`config.mk`:
```
export PLATFORM = sky130hd
export DESIGN_NAME = can_value_decimal_display_formatter_top
export DESIGN_NICKNAME = d
export VERILOG_FILES = /design/src/design/cvdf_pkg.sv /design/src/design/cvdf_front.sv /design/src/design/cvdf_queue.sv /design/src/design/cvdf_calc.sv /design/src/design/cvdf_emit.sv /design/src/design/can_value_decimal_display_formatter_top.sv
export SDC_FILE = /design/constraint.sdc
export NUM_CORES = 2
export LEC_CHECK = 0
export ABC_CLOCK_PERIOD_IN_PS = 17960
export BUFFER_PORTS_ARGS = -buffer_cell sky130_fd_sc_hd__buf_4
export CAP_MARGIN = 10
export CORE_MARGIN = 4
export CORE_UTILIZATION = 65
export DETAILED_ROUTE_END_ITERATION = 10
export GPL_ROUTABILITY_DRIVEN = 1
export HOLD_SLACK_MARGIN = 0.03
export PLACE_DENSITY = 0.82
export SYNTH_ARGS = -nofsm -noshare
export SYNTH_HDL_FRONTEND = slang
export SYNTH_HIERARCHICAL = 1
export SYNTH_SLANG_ARGS = --single-unit
```
`constraint.sdc`:
```
create_clock -name clk -period 17.96 [get_ports clk]
set_input_delay 0.898 -clock clk [delete_from_list [all_inputs] [get_ports clk]]
set_output_delay 0.898 -clock clk [all_outputs]
set_load 0.01 [all_outputs]
```
`src/design/cvdf_pkg.sv`:
```
// ----------------------------------------------------------------------------
// cvdf_pkg: shared types and constants of the CAN value display formatter
// Holds register codes, reset values, fixed-point scale factors, the display
// command bytes and the digit helper used by the value pipeline.
// ----------------------------------------------------------------------------
package cvdf_pkg;

    localparam int IdWidth    = 11;
    localparam int RawWidth   = 16;
    localparam int ByteWidth  = 8;
    localparam int DigitWidth = 4;
    localparam int ValueWidth = 14;

    localparam int QueueDepthDefault = 2;

    localparam logic [IdWidth-1:0]  SpeedIdReset  = 11'h723;
    localparam logic [IdWidth-1:0]  RangeIdReset  = 11'h7A1;
    localparam logic [RawWidth-1:0] SpeedRawReset = 16'd570;
    localparam logic [RawWidth-1:0] RangeRawReset = 16'd10000;

    localparam logic [ValueWidth-1:0] DisplayMax = 14'd9998;

    // speed = (raw * 36 + 50) / 100, the divide done as a reciprocal multiply
    localparam logic [5:0]  SpeedScale = 6'd36;
    localparam logic [21:0] SpeedRound = 22'd50;
    localparam logic [21:0] SpeedRecip = 22'd2684355;

    // range = |raw| * 328084 / 10^7 = ((|raw| * 328084) >> 7) / 78125
    localparam logic [18:0] RangeScale   = 19'd328084;
    localparam logic [20:0] RangeRecip   = 21'd1759218;
    localparam logic [16:0] RangeDivisor = 17'd78125;

    localparam logic [12:0] Div10Recip = 13'd6554;

    localparam logic [DigitWidth-1:0] BlankDigit = 4'd10;

    localparam logic [ByteWidth-1:0] CmdPrefix = 8'h50;
    localparam logic [ByteWidth-1:0] CmdFour   = 8'h04;
    localparam logic [ByteWidth-1:0] CmdTilde  = 8'h7E;
    localparam logic [ByteWidth-1:0] CmdDigits = 8'h44;

    typedef enum logic {
        REG_SPEED_ID = 1'b0,
        REG_RANGE_ID = 1'b1
    } cfg_reg_t;

    typedef enum logic {
        KIND_FRAME   = 1'b0,
        KIND_REFRESH = 1'b1
    } kind_t;

    typedef struct packed {
        logic [RawWidth-1:0] speed_raw;
        logic [RawWidth-1:0] range_raw;
    } snap_t;

    typedef struct packed {
        logic [DigitWidth-1:0] th;
        logic [DigitWidth-1:0] hu;
        logic [DigitWidth-1:0] te;
        logic [DigitWidth-1:0] un;
    } digits_t;

    typedef struct packed {
        digits_t speed;
        digits_t range;
    } disp_t;

    // v / 10 for any 14-bit v below 10240, since the result is 10 bits wide
    function automatic logic [9:0] div10(input logic [ValueWidth-1:0] v);
        logic [26:0] prod;
        prod = 27'(v) * 27'(Div10Recip);
        return prod[25:16];
    endfunction

endpackage

```
`src/design/cvdf_front.sv`:
```
// ----------------------------------------------------------------------------
// cvdf_front: input side of the CAN value display formatter
// Holds the identifier registers and the latest raw values, sorts incoming
// items, and hands a snapshot of both raw values to the queue on a refresh.
// ----------------------------------------------------------------------------
module cvdf_front
(
    input  logic                                 clk,
    input  logic                                 rst_n,
    input  logic                                 push,
    output logic                                 full,
    input  logic                                 kind,
    input  logic [cvdf_pkg::IdWidth-1:0]         frame_id,
    input  logic [cvdf_pkg::ByteWidth-1:0]       data_byte_zero,
    input  logic [cvdf_pkg::ByteWidth-1:0]       data_byte_one,
    input  logic [cvdf_pkg::ByteWidth-1:0]       data_byte_six,
    input  logic [cvdf_pkg::ByteWidth-1:0]       data_byte_seven,
    input  logic                                 cfg_write,
    input  logic                                 cfg_index,
    input  logic [cvdf_pkg::IdWidth-1:0]         cfg_data,
    output logic                                 q_push,
    output cvdf_pkg::snap_t                      q_data,
    input  logic                                 q_full
);

    logic [cvdf_pkg::IdWidth-1:0]  speed_id_reg, speed_id_next;
    logic [cvdf_pkg::IdWidth-1:0]  range_id_reg, range_id_next;
    logic [cvdf_pkg::RawWidth-1:0] speed_raw_reg, speed_raw_next;
    logic [cvdf_pkg::RawWidth-1:0] range_raw_reg, range_raw_next;
    logic                          accept;
    logic                          is_frame;

    assign full     = q_full;
    assign accept   = push && !q_full;
    assign is_frame = (kind == cvdf_pkg::KIND_FRAME);
    assign q_push   = accept && (kind == cvdf_pkg::KIND_REFRESH);
    assign q_data   = '{speed_raw: speed_raw_reg, range_raw: range_raw_reg};

    always_comb
    begin
        speed_id_next = speed_id_reg;
        range_id_next = range_id_reg;
        if (cfg_write)
        begin
            case (cfg_index)
                cvdf_pkg::REG_SPEED_ID: speed_id_next = cfg_data;
                cvdf_pkg::REG_RANGE_ID: range_id_next = cfg_data;
                default:                speed_id_next = speed_id_reg;
            endcase
        end
    end

    // speed match wins when both identifiers are equal
    always_comb
    begin
        speed_raw_next = speed_raw_reg;
        range_raw_next = range_raw_reg;
        if (accept && is_frame)
        begin
            if (frame_id == speed_id_reg)
                speed_raw_next = {data_byte_seven, data_byte_six};
            else if (frame_id == range_id_reg)
                range_raw_next = {data_byte_one, data_byte_zero};
        end
    end

    always_ff @(posedge clk or negedge rst_n)
    begin
        if (!rst_n)
        begin
            speed_id_reg  <= cvdf_pkg::SpeedIdReset;
            range_id_reg  <= cvdf_pkg::RangeIdReset;
            speed_raw_reg <= cvdf_pkg::SpeedRawReset;
            range_raw_reg <= cvdf_pkg::RangeRawReset;
        end
        else
        begin
            speed_id_reg  <= speed_id_next;
            range_id_reg  <= range_id_next;
            speed_raw_reg <= speed_raw_next;
            range_raw_reg <= range_raw_next;
        end
    end

endmodule

```
`src/design/cvdf_queue.sv`:
```
// ----------------------------------------------------------------------------
// cvdf_queue: snapshot queue between the front and the value pipeline
// A small circular buffer of raw-value snapshots, one per refresh.
// ----------------------------------------------------------------------------
module cvdf_queue
#(
    parameter int Depth = cvdf_pkg::QueueDepthDefault
)
(
    input  logic            clk,
    input  logic            rst_n,
    input  logic            push,
    input  cvdf_pkg::snap_t wdata,
    output logic            full,
    input  logic            pop,
    output cvdf_pkg::snap_t rdata,
    output logic            empty
);

    localparam int PtrWidth   = (Depth > 1) ? $clog2(Depth) : 1;
    localparam int CountWidth = $clog2(Depth + 1);

    cvdf_pkg::snap_t       entry_reg [Depth];
    logic [PtrWidth-1:0]   wr_ptr_reg, wr_ptr_next;
    logic [PtrWidth-1:0]   rd_ptr_reg, rd_ptr_next;
    logic [CountWidth-1:0] count_reg, count_next;
    logic                  do_push;
    logic                  do_pop;

    assign full    = (count_reg == CountWidth'(Depth));
    assign empty   = (count_reg == '0);
    assign do_push = push && !full;
    assign do_pop  = pop && !empty;
    assign rdata   = entry_reg[rd_ptr_reg];

    always_comb
    begin
        wr_ptr_next = wr_ptr_reg;
        rd_ptr_next = rd_ptr_reg;
        if (do_push)
            wr_ptr_next = (wr_ptr_reg == PtrWidth'(Depth - 1)) ? '0 : wr_ptr_reg + 1'b1;
        if (do_pop)
            rd_ptr_next = (rd_ptr_reg == PtrWidth'(Depth - 1)) ? '0 : rd_ptr_reg + 1'b1;
        count_next = count_reg + CountWidth'(do_push) - CountWidth'(do_pop);
    end

    always_ff @(posedge clk or negedge rst_n)
    begin
        if (!rst_n)
        begin
            wr_ptr_reg <= '0;
            rd_ptr_reg <= '0;
            count_reg  <= '0;
        end
        else
        begin
            wr_ptr_reg <= wr_ptr_next;
            rd_ptr_reg <= rd_ptr_next;
            count_reg  <= count_next;
        end
    end

    always_ff @(posedge clk)
    begin
        if (do_push)
            entry_reg[wr_ptr_reg] <= wdata;
    end

endmodule

```
`src/design/cvdf_calc.sv`:
```
// ----------------------------------------------------------------------------
// cvdf_calc: value pipeline of the CAN value display formatter
// Eight stages turn a raw-value snapshot into the clamped speed and range
// values and then into their decimal digits.
// ----------------------------------------------------------------------------
module cvdf_calc
(
    input  logic            clk,
    input  logic            rst_n,
    input  logic            in_valid,
    input  cvdf_pkg::snap_t in_data,
    output logic            in_pop,
    output logic            out_valid,
    output cvdf_pkg::disp_t out_data,
    input  logic            out_take
);

    localparam int Stages = 8;
    localparam int Lanes  = 2;

    logic [Stages-1:0] valid_reg, valid_next;
    logic              en;

    // stage 1
    logic [21:0] n_reg, n_next;
    logic [33:0] p_reg, p_next;
    logic [16:0] mag;
    // stage 2
    logic [14:0] qs2_reg, qs2_next;
    logic [10:0] q0_2_reg, q0_2_next;
    logic [26:0] t2_reg;
    logic [43:0] prod_s;
    logic [47:0] prod_r;
    // stage 3
    logic [14:0] qs3_reg;
    logic [10:0] q0_3_reg;
    logic [26:0] t3_reg;
    logic [26:0] m_reg, m_next;
    // stage 4
    logic [cvdf_pkg::ValueWidth-1:0] v4_reg  [Lanes];
    logic [cvdf_pkg::ValueWidth-1:0] v4_next [Lanes];
    logic [26:0]                     rem;
    logic [10:0]                     q_range;
    // stage 5
    logic [cvdf_pkg::ValueWidth-1:0] v5_reg  [Lanes];
    logic [9:0]                      q1_5_reg  [Lanes];
    logic [9:0]                      q1_5_next [Lanes];
    // stage 6
    logic [9:0]                      q1_6_reg  [Lanes];
    logic [3:0]                      un6_reg   [Lanes];
    logic [3:0]                      un6_next  [Lanes];
    logic [6:0]                      q2_6_reg  [Lanes];
    logic [6:0]                      q2_6_next [Lanes];
    logic [cvdf_pkg::ValueWidth-1:0] un_full   [Lanes];
    logic [9:0]                      q2_full   [Lanes];
    // stage 7
    logic [6:0]                      q2_7_reg  [Lanes];
    logic [3:0]                      un7_reg   [Lanes];
    logic [3:0]                      te7_reg   [Lanes];
    logic [3:0]                      te7_next  [Lanes];
    logic [3:0]                      q3_7_reg  [Lanes];
    logic [3:0]                      q3_7_next [Lanes];
    logic [9:0]                      te_full   [Lanes];
    logic [9:0]                      q3_full   [Lanes];
    // stage 8
    cvdf_pkg::digits_t               dig_reg   [Lanes];
    cvdf_pkg::digits_t               dig_next  [Lanes];
    logic [6:0]                      hu_full   [Lanes];

    // the whole pipe holds while a finished result waits for the emitter
    assign en        = !valid_reg[Stages-1] || out_take;
    assign in_pop    = en && in_valid;
    assign out_valid = valid_reg[Stages-1];
    assign out_data  = '{speed: dig_reg[0], range: dig_reg[1]};

    assign valid_next = {valid_reg[Stages-2:0], in_valid};

    // stage 1: scale both raw values
    always_comb
    begin
        mag = in_data.range_raw[cvdf_pkg::RawWidth-1]
            ? 17'h10000 - {1'b0, in_data.range_raw}
            : {1'b0, in_data.range_raw};
        n_next = 22'(in_data.speed_raw) * 22'(cvdf_pkg::SpeedScale) + cvdf_pkg::SpeedRound;
        p_next = 34'(mag) * 34'(cvdf_pkg::RangeScale);
    end

    // stage 2: reciprocal multiplies
    always_comb
    begin
        prod_s    = 44'(n_reg) * 44'(cvdf_pkg::SpeedRecip);
        prod_r    = 48'(p_reg[33:7]) * 48'(cvdf_pkg::RangeRecip);
        qs2_next  = prod_s[42:28];
        q0_2_next = prod_r[47:37];
    end

    // stage 3: back-multiply the range estimate
    assign m_next = 27'(q0_2_reg) * 27'(cvdf_pkg::RangeDivisor);

    // stage 4: correct the range estimate by one, clamp the speed
    always_comb
    begin
        rem        = t3_reg - m_reg;
        q_range    = q0_3_reg + 11'(rem >= 27'(cvdf_pkg::RangeDivisor));
        v4_next[0] = (qs3_reg > 15'(cvdf_pkg::DisplayMax))
                   ? cvdf_pkg::DisplayMax : qs3_reg[cvdf_pkg::ValueWidth-1:0];
        // range stays below the display limit for every 16-bit input
        v4_next[1] = 14'(q_range);
    end

    // stages 5 to 8: divide by ten repeatedly; units in stage 6, tens in stage 7, hundreds and thousands in stage 8
    always_comb
    begin
        for (int i = 0; i < Lanes; i++)
        begin
            q1_5_next[i] = cvdf_pkg::div10(v4_reg[i]);

            un_full[i]   = v5_reg[i] - 14'(q1_5_reg[i]) * 14'd10;
            un6_next[i]  = un_full[i][3:0];
            q2_full[i]   = cvdf_pkg::div10(14'(q1_5_reg[i]));
            q2_6_next[i] = q2_full[i][6:0];

            te_full[i]   = q1_6_reg[i] - 10'(q2_6_reg[i]) * 10'd10;
            te7_next[i]  = te_full[i][3:0];
            q3_full[i]   = cvdf_pkg::div10(14'(q2_6_reg[i]));
            q3_7_next[i] = q3_full[i][3:0];

            hu_full[i]   = q2_7_reg[i] - 7'(q3_7_reg[i]) * 7'd10;
            dig_next[i]  = '{th: q3_7_reg[i], hu: hu_full[i][3:0],
                             te: te7_reg[i], un: un7_reg[i]};
        end
    end

    always_ff @(posedge clk or negedge rst_n)
    begin
        if (!rst_n)
            valid_reg <= '0;
        else if (en)
            valid_reg <= valid_next;
    end

    always_ff @(posedge clk)
    begin
        if (en)
        begin
            n_reg    <= n_next;
            p_reg    <= p_next;
            qs2_reg  <= qs2_next;
            q0_2_reg <= q0_2_next;
            t2_reg   <= p_reg[33:7];
            qs3_reg  <= qs2_reg;
            q0_3_reg <= q0_2_reg;
            t3_reg   <= t2_reg;
            m_reg    <= m_next;
            for (int i = 0; i < Lanes; i++)
            begin
                v4_reg[i]   <= v4_next[i];
                v5_reg[i]   <= v4_reg[i];
                q1_5_reg[i] <= q1_5_next[i];
                q1_6_reg[i] <= q1_5_reg[i];
                un6_reg[i]  <= un6_next[i];
                q2_6_reg[i] <= q2_6_next[i];
                q2_7_reg[i] <= q2_6_reg[i];
                un7_reg[i]  <= un6_reg[i];
                te7_reg[i]  <= te7_next[i];
                q3_7_reg[i] <= q3_7_next[i];
                dig_reg[i]  <= dig_next[i];
            end
        end
    end

endmodule

```
`src/design/cvdf_emit.sv`:
```
// ----------------------------------------------------------------------------
// cvdf_emit: byte sequencer of the CAN value display formatter
// Walks the sixteen command and digit bytes of one refresh into an output
// register that faces the consumer as the head of a queue.
// ----------------------------------------------------------------------------
module cvdf_emit
(
    input  logic                           clk,
    input  logic                           rst_n,
    input  logic                           in_valid,
    input  cvdf_pkg::disp_t                in_data,
    output logic                           in_take,
    output logic                           empty,
    input  logic                           pop,
    output logic                           display_port,
    output logic [cvdf_pkg::ByteWidth-1:0] out_byte,
    output logic                           last_of_run
);

    logic                           busy_reg, busy_next;
    logic [3:0]                     cnt_reg, cnt_next;
    cvdf_pkg::disp_t                disp_reg, disp_next;
    logic                           out_valid_reg, out_valid_next;
    logic                           out_port_reg;
    logic [cvdf_pkg::ByteWidth-1:0] out_byte_reg;
    logic                           out_last_reg;
    logic                           load_out;
    logic                           step;
    logic                           finishing;
    cvdf_pkg::digits_t              lane;
    logic [cvdf_pkg::ByteWidth-1:0] byte_sel;
    logic                           th_zero;

    assign empty        = !out_valid_reg;
    assign display_port = out_port_reg;
    assign out_byte     = out_byte_reg;
    assign last_of_run  = out_last_reg;

    assign load_out  = !out_valid_reg || pop;
    assign step      = busy_reg && load_out;
    assign finishing = step && (cnt_reg == 4'd15);
    // take the next display pair while the last byte of this one goes out
    assign in_take   = in_valid && (!busy_reg || finishing);

    always_comb
    begin
        lane    = cnt_reg[3] ? disp_reg.range : disp_reg.speed;
        th_zero = (lane.th == '0);
        case (cnt_reg[2:0])
            3'd0:    byte_sel = cvdf_pkg::CmdPrefix;
            3'd1:    byte_sel = cvdf_pkg::CmdFour;
            3'd2:    byte_sel = cvdf_pkg::CmdTilde;
            3'd3:    byte_sel = cvdf_pkg::CmdDigits;
            3'd4:    byte_sel = 8'(th_zero ? cvdf_pkg::BlankDigit : lane.th);
            3'd5:    byte_sel = 8'((th_zero && lane.hu == '0) ? cvdf_pkg::BlankDigit : lane.hu);
            3'd6:    byte_sel = 8'(lane.te);
            3'd7:    byte_sel = 8'(lane.un);
            default: byte_sel = cvdf_pkg::CmdPrefix;
        endcase
    end

    always_comb
    begin
        busy_next = busy_reg;
        if (in_take)
            busy_next = 1'b1;
        else if (finishing)
            busy_next = 1'b0;
        cnt_next       = step ? cnt_reg + 1'b1 : cnt_reg;
        disp_next      = in_take ? in_data : disp_reg;
        out_valid_next = step ? 1'b1 : (pop ? 1'b0 : out_valid_reg);
    end

    always_ff @(posedge clk or negedge rst_n)
    begin
        if (!rst_n)
        begin
            busy_reg      <= 1'b0;
            cnt_reg       <= '0;
            out_valid_reg <= 1'b0;
        end
        else
        begin
            busy_reg      <= busy_next;
            cnt_reg       <= cnt_next;
            out_valid_reg <= out_valid_next;
        end
    end

    always_ff @(posedge clk)
    begin
        disp_reg <= disp_next;
        if (step)
        begin
            out_port_reg <= cnt_reg[3];
            out_byte_reg <= byte_sel;
            out_last_reg <= (cnt_reg == 4'd15);
        end
    end

endmodule

```
`src/design/can_value_decimal_display_formatter_top.sv`:
```
// Once a refresh is accepted, its bytes come out one per cycle while the consumer
// pops; the byte sequencer sends sixteen bytes per refresh, and refreshes follow
// each other with no gap when the next display pair is already waiting.
// Frames produce no bytes. The snapshot queue absorbs refreshes
// while the sequencer is busy. Reset (rst_n low) restores the identifier
// registers and raw values to their defaults and empties every stage.
// ----------------------------------------------------------------------------
// can_value_decimal_display_formatter_top: CAN value display formatter
// Tracks speed and range from CAN frames and, on each refresh, sends the
// display command bytes and decimal digits for both displays.
// ----------------------------------------------------------------------------
module can_value_decimal_display_formatter_top
#(
    parameter int QueueDepth = cvdf_pkg::QueueDepthDefault
)
(
    input  logic                           clk,
    input  logic                           rst_n,
    input  logic                           push,
    output logic                           full,
    input  logic                           kind,
    input  logic [cvdf_pkg::IdWidth-1:0]   frame_id,
    input  logic [cvdf_pkg::ByteWidth-1:0] data_byte_zero,
    input  logic [cvdf_pkg::ByteWidth-1:0] data_byte_one,
    input  logic [cvdf_pkg::ByteWidth-1:0] data_byte_six,
    input  logic [cvdf_pkg::ByteWidth-1:0] data_byte_seven,
    output logic                           empty,
    input  logic                           pop,
    output logic                           display_port,
    output logic [cvdf_pkg::ByteWidth-1:0] out_byte,
    output logic                           last_of_run,
    input  logic                           cfg_write,
    input  logic                           cfg_index,
    input  logic [cvdf_pkg::IdWidth-1:0]   cfg_data
);

    logic            q_push;
    logic            q_full;
    cvdf_pkg::snap_t q_wdata;
    logic            q_pop;
    logic            q_empty;
    cvdf_pkg::snap_t q_rdata;
    logic            calc_valid;
    cvdf_pkg::disp_t calc_data;
    logic            calc_take;

    cvdf_front u_front
    (
        .clk             (clk),
        .rst_n           (rst_n),
        .push            (push),
        .full            (full),
        .kind            (kind),
        .frame_id        (frame_id),
        .data_byte_zero  (data_byte_zero),
        .data_byte_one   (data_byte_one),
        .data_byte_six   (data_byte_six),
        .data_byte_seven (data_byte_seven),
        .cfg_write       (cfg_write),
        .cfg_index       (cfg_index),
        .cfg_data        (cfg_data),
        .q_push          (q_push),
        .q_data          (q_wdata),
        .q_full          (q_full)
    );

    cvdf_queue
    #(
        .Depth (QueueDepth)
    )
    u_queue
    (
        .clk   (clk),
        .rst_n (rst_n),
        .push  (q_push),
        .wdata (q_wdata),
        .full  (q_full),
        .pop   (q_pop),
        .rdata (q_rdata),
        .empty (q_empty)
    );

    cvdf_calc u_calc
    (
        .clk       (clk),
        .rst_n     (rst_n),
        .in_valid  (!q_empty),
        .in_data   (q_rdata),
        .in_pop    (q_pop),
        .out_valid (calc_valid),
        .out_data  (calc_data),
        .out_take  (calc_take)
    );

    cvdf_emit u_emit
    (
        .clk          (clk),
        .rst_n        (rst_n),
        .in_valid     (calc_valid),
        .in_data      (calc_data),
        .in_take      (calc_take),
        .empty        (empty),
        .pop          (pop),
        .display_port (display_port),
        .out_byte     (out_byte),
        .last_of_run  (last_of_run)
    );

endmodule
```
After elaboration in Yosys (flattened, before gate mapping)
Memory sizes are Yosys's and may differ from the RTL's. A register that Yosys moved wholly into a read port is not among the register bits.
Index checks and enable logic that the tools add are counted.
- add/sub/neg operators: 15
- muxes and demuxes: 16
- bitwise logic cells: 3
- $lt $le $gt $ge: 2
- equality and inequality tests: 11
- multiply operators: 17
- reduce and logical (&&, ||, !) cells: 28
- operators by type and width (cell ; number):
    one-hot mux 8 bit (8 select lines) ; 1
    multiplier 14 x 12 -> 25 bit (second input constant) ; 2
    multiplier 27 x 20 -> 47 bit (second input constant) ; 1
    multiplier 10 x 12 -> 22 bit (second input constant) ; 2
    multiplier 22 x 22 -> 43 bit (second input constant) ; 1
    multiplier 7 x 12 -> 19 bit (second input constant) ; 2
    multiplier 17 x 17 -> 32 bit (second input constant) ; 1
    greater-or-equal comparator 27 x 17 -> 1 bit (second input constant) ; 1
    multiplier 11 x 17 -> 27 bit (second input constant) ; 1
    subtractor 27 bit ; 1
    subtractor 4 bit ; 6
    adder 22 x 6 -> 22 bit (second input constant) ; 1
    == test 11 bit ; 2
    multiplier 10 x 3 -> 3 bit (second input constant) ; 2
    multiplier 16 x 4 -> 20 bit (second input constant) ; 1
    two-way mux 17 bit ; 1
    subtractor 17 x 16 -> 17 bit (first input constant) ; 1
    two-way mux 16 bit ; 1
    greater-than comparator 15 x 14 -> 1 bit (second input constant) ; 1
    multiplier 7 x 3 -> 3 bit (second input constant) ; 2
    two-way mux 14 bit ; 1
    == test 3 bit (second input constant) ; 4
    adder 11 x 1 -> 11 bit ; 1
    logical AND 1 bit ; 10
    other kinds (20) ; 45
- flip-flop bits (word level): 269
- memory bits (writable): 252
- input bits: 61
- memories: 12
- memories (memory ; depth ; bits a word ; read ports ; clocked after Yosys merged registers in ; wr ports ; line ; text):
    u_queue.entry_reg ; 2 ; 32 ; 1 ; 0 ; 1 ; cvdf_queue.sv:23 ; cvdf_pkg::snap_t entry_reg [Depth];
    u_calc.dig_reg ; 2 ; 16 ; 2 ; 2 ; 2 ; cvdf_calc.sv:66 ; cvdf_pkg::digits_t dig_reg [Lanes];
    u_calc.v4_reg ; 2 ; 14 ; 2 ; 0 ; 2 ; cvdf_calc.sv:40 ; logic [cvdf_pkg::ValueWidth-1:0] v4_reg [Lanes];
    u_calc.v5_reg ; 2 ; 14 ; 2 ; 0 ; 2 ; cvdf_calc.sv:45 ; logic [cvdf_pkg::ValueWidth-1:0] v5_reg [Lanes];
    u_calc.q1_5_reg ; 2 ; 10 ; 2 ; 0 ; 2 ; cvdf_calc.sv:46 ; logic [9:0] q1_5_reg [Lanes];
    u_calc.q1_6_reg ; 2 ; 10 ; 2 ; 0 ; 2 ; cvdf_calc.sv:49 ; logic [9:0] q1_6_reg [Lanes];
    6 more memories ; n/a ; n/a ; n/a ; n/a ; n/a ; n/a ;

Logic depth before layout (Yosys ltp)
- depth after elaboration: 10
- depth in mapped cells: 30
- gate-level depth less buffers: 28

Cells and area by module
Netlist, hierarchy kept.
- modules (own cells, without submodules) (module ; times used ; sequential area each (µm²) ; cells an instance ; area each (µm²)):
    cvdf_calc ; 1 ; 9959.6 ; 4503 ; 49520.0
    cvdf_queue ; 1 ; 2021.9 ; 118 ; 2662.6
    cvdf_front ; 1 ; 1378.8 ; 149 ; 2426.1
    cvdf_emit ; 1 ; 1381.3 ; 131 ; 1985.7
    can_value_decimal_display_formatter_top ; 1 ; 0.0 ; 1 ; 3.8

Least setup slack after synthesis
No wires, ideal clock.
- path type: input port to flip-flop
- from: in pop
- to: reg u_queue.count_reg[1]
- data required time: 17.880 ns
- arrival time: 12.760 ns
- cell stages on the path: 13
- buffers on the path: 1
- path slack: 5.120 ns
- cell sequence: nand2b_1 nand2_1 nand2_1 and2_1 nand2b_1 clkbuf_1 and2_1 nor2b_2 ha_1 inv_1 ha_1 xnor2_1 xnor2_1
- word-level cells in the longest chain between the ends: 9
- RTL lines (item ; line ; text):
    start: declaration ; can_value_decimal_display_formatter_top.sv:28 ; input logic pop,
    logical OR 1 bit ; cvdf_emit.sv:39 ; assign load_out = !out_valid_reg || pop;
    logical AND 1 bit ; cvdf_emit.sv:40 ; assign step = busy_reg && load_out;
    logical AND 1 bit ; cvdf_emit.sv:41 ; assign finishing = step && (cnt_reg == 4'd15);
    logical OR 1 bit ; cvdf_emit.sv:43 ; assign in_take = in_valid && (!busy_reg || finishing);
    logical AND 1 bit ; cvdf_emit.sv:43 ;
    named net calc_take ; can_value_decimal_display_formatter_top.sv:45 ; logic calc_take;
    logical OR 1 bit ; cvdf_calc.sv:71 ; assign en = !valid_reg[Stages-1] || out_take;
    logical AND 1 bit ; cvdf_calc.sv:72 ; assign in_pop = en && in_valid;
    named net q_pop ; can_value_decimal_display_formatter_top.sv:40 ; logic q_pop;
    logical AND 1 bit ; cvdf_queue.sv:33 ; assign do_pop = pop && !empty;
    named net u_queue.do_pop ; cvdf_queue.sv:28 ; logic do_pop;
    subtractor 2 x 1 -> 2 bit ; cvdf_queue.sv:44 ; count_next = count_reg + CountWidth'(do_push) - CountWidth'(do_pop);
    named net u_queue.count_next[1] ; cvdf_queue.sv:26 ; logic [CountWidth-1:0] count_reg, count_next;
    end signal: assignment ; cvdf_queue.sv:59 ; count_reg <= count_next;
    end: declaration ; cvdf_queue.sv:26 ;
The timed path passes the listed nets, and every way through them passes these cells.
A chain may end at the register's enable or synchronous reset.

==> reports/qor.csv <==
stage;metric;value;unit
job;cap_viol_max_count;0;
critical_path;reg2reg_depth;29;
clocking;cts_max_level;2;
grt;grt_usage;25.2;%
hold_path;hold_class;reg -> reg;
cells_and_area;largest_reg_flops;64;
yosys;synth_top_area_share;25.3;%
critical_path;slowest_stage;o41ai_1;
floorplanning;rows;107;
cells_and_area;antennaDiodeCount;0;
timing;period_share;43.2;%
yosys;syn_inst;4902;
timing;relSlewSlack;32.6;%
clocking;cts_tree;yes;
clocking;worstSkewPairLatency;0.66;ns
yosys;synth_edf_count;430;
cells_and_area;final_nets;6910;
grt;grt_max_degree;75;
drt;ant_nets;0;
clocking;clk_pin_slew;0.06;ns
clocking;cts_sinks;502;
yosys;async_reset_ff_share;14.3;%
status;status;finished clean;
clocking;cts.repair.resized;0;
yosys;synth_top_flop_cell;edfxtp_1;
hold_path;hold_depth;0;
critical_path;critPathTopFamily;adder cells;
floorplanning;die-area;91900;um^2
critical_path;cp.arrival;8.13;ns
clocking;ctsHoldBuffers;1;
grt;antenna_found_initial;1;
drt;viasPerCell;5.56;
timing;maxSlewViolCount;0;
hold_path;min_from;u_calc/t2_reg[15];
hold_path;holdPathEnd;u_calc/t3_reg[15];
yosys;syn_area_per_cell;11.5;um^2
drt;vias;34500;
drt;finalWirelength;110000;um
critical_path;reg2reg_to;u_calc/p_reg[32];
critical_path;crit_type;reg -> reg;
clocking;cts_buffer_depth;3;
timing;setup_tns;0;ns
drt;drt_iter0_drc;1759;
timing;clock.fmax;0.129;GHz
critical_path;crit_path_start_kind;flip-flop;
timing;setup_violations;0;
critical_path;crit_path_start;u_queue/rd_ptr_reg;
yosys;yosysUniqueCellTypes;79;
yosys;synth_top_cells_by_area;ha_1, fa_1, edfxtp_1;
clocking;cts-root-buf;clkbuf_16;
critical_path;slowest_delay;0.52;ns
floorplanning;core_area;85800;um^2
placed_design;portBuffers;71;
yosys;synth_warnings;6;
critical_path;critPathMaxFanout;33;
grt;first_global_vias;38200;
yosys;yosysTopAreaCell;ha_1;
floorplanning;die_x;303;um
clocking;post_cts_buffers;0;
floorplanning;io_pins;73;
drt;remaining_drc_errors;0;
clocking;numCtsBuffers;54;
drt;wl_per_cell;17.7;um
yosys;yosysSeqAreaShare;26.0;%
placed_design;dp_hpwl;91000;um
grt;grt_first_pass_wirelength;186000;um
yosys;netlist_area;56600;um^2
timing;layout_min_cycle_time;7.76;ns
timing;rsz0062_at_grt;false;
critical_path;crit_path_end_kind;flip-flop;
floorplanning;die_h;303;um
timing;hold_viol;0;
critical_path;reg2reg_slack;10.20;ns
cells_and_area;synthToLayoutAreaGrowth;6.56;%
floorplanning;initial_utilization;66.0;%
timing;worst_pin_slew;1.01;ns
critical_path;r2r_start;u_queue/rd_ptr_reg;
timing;fin_skew;0.0450;ns
critical_path;crit_required;18.33;ns
drt;first_pass_iters;7;
placed_design;place.gp.congestion;0.952;
cells_and_area;layout-drive-gt1-share;6.49;%
critical_path;cp_num_buf_inv;6;
grt;grt_overflow;0;
yosys;synth-seq-cells;502;
worst reg2reg max path: cells and delay by family (launching register included):
family,cells,cell delay [ns]
AOI/OAI and AO/OA,7,1.80
xor gates and xnor gates,2,0.60
adders and majority gates,8,2.61
buffers and inverters,6,0.81
DFF,1,0.34
muxes,1,0.42
and+or+nand+nor,5,0.94
worst max path at each step:
stage                                end  depth (start not counted)
global route            u_calc/p_reg[32]                         29
detailed placement      u_calc/p_reg[32]                         29
CTS                     u_calc/p_reg[32]                         29
global placement        u_calc/p_reg[32]                         29
finish                  u_calc/p_reg[32]                         29
floorplan           u_queue/count_reg[1]                         13
synthesized netlist by cell type (20+ instances only):
cell type and instances:
a211oi_1 21, a21o_1 44, a21oi_1 137, a31oi_1 26, and2_1 26, dfrtp_1 50
dfstp_2 22, edfxtp_1 430, fa_1 682, ha_1 1145, inv_1 1233, mux2_2 54
mux2_4 49, nand2_1 99, nand2b_1 25, nand3_1 51, nand4_1 23, nor2_1 115
nor3_1 65, o21a_1 24, o21ai_0 93, o21bai_1 20, xnor2_1 144, xor2_1 79
per-layer routing:
layer	vias to the layer above	part of all wire, %	GRT usage (%)
met3	233	4.4	3.56
met2	724	51	45.6
met1	17100	41	31.7
met5	-	0.015	0
met4	2	2.7	6.92
li1	16400	-	-
cells by family after synthesis:
family	Yosys count	share of synthesized area (%)
XOR/XNOR	223	3.45
AO/OA/AOI/OAI	472	5.38
flip-flops	502	26.0
other	3	0.0199
AND/OR/NAND/NOR	510	4.62
multiplexers	111	2.52
adder cells (fa/ha/maj)	1827	49.4
buffers and inverters	1254	8.53
per-stage QoR:
stage                     cells  setup WS, ns  utilization (%)  hold slack (ns)  cell area [um^2]
final                      6211         10.20             70.3            0.388             60300
after global routing       6211          9.70             70.3            0.384             60300
after CTS                  6211         10.26             70.3            0.384             60300
after detailed placement   6109         10.29             68.1            0.405             58500
after global placement     6109         10.47             68.1            0.400             58500
after floorplan            4905          5.12                -            0.400             56600
layout by cell type (no fill, tap or decap), types with 44 or more instances in the layout:
cell type,Yosys,final
mux2_2,54,54
xnor2_1,144,144
nand3_1,51,51
mux2_4,49,49
fa_1,682,682
clkbuf_16,0,55
buf_4,3,81
nor3_1,65,65
nand2_1,99,99
inv_1,1233,1233
xor2_1,79,79
o21ai_0,93,93
a21o_1,44,44
a21oi_1,137,137
nor2_1,115,114
ha_1,1145,1145
dfrtp_1,50,49
edfxtp_1,430,430
area by class of cell:
type / instances / area, um^2
inverter: 1233 / 4630
tap: 1144 / 1430
timing repair buffer: 82 / 618
clock buffer: 64 / 1420
fill: 5793 / 25500
sequential: 502 / 14700
multi-input combinational: 3149 / 37000
clock inverter: 37 / 423
Power is left out: the tool's default activity adds up to more than one toggle a clock period on the data nets, which glitch-free logic cannot reach.
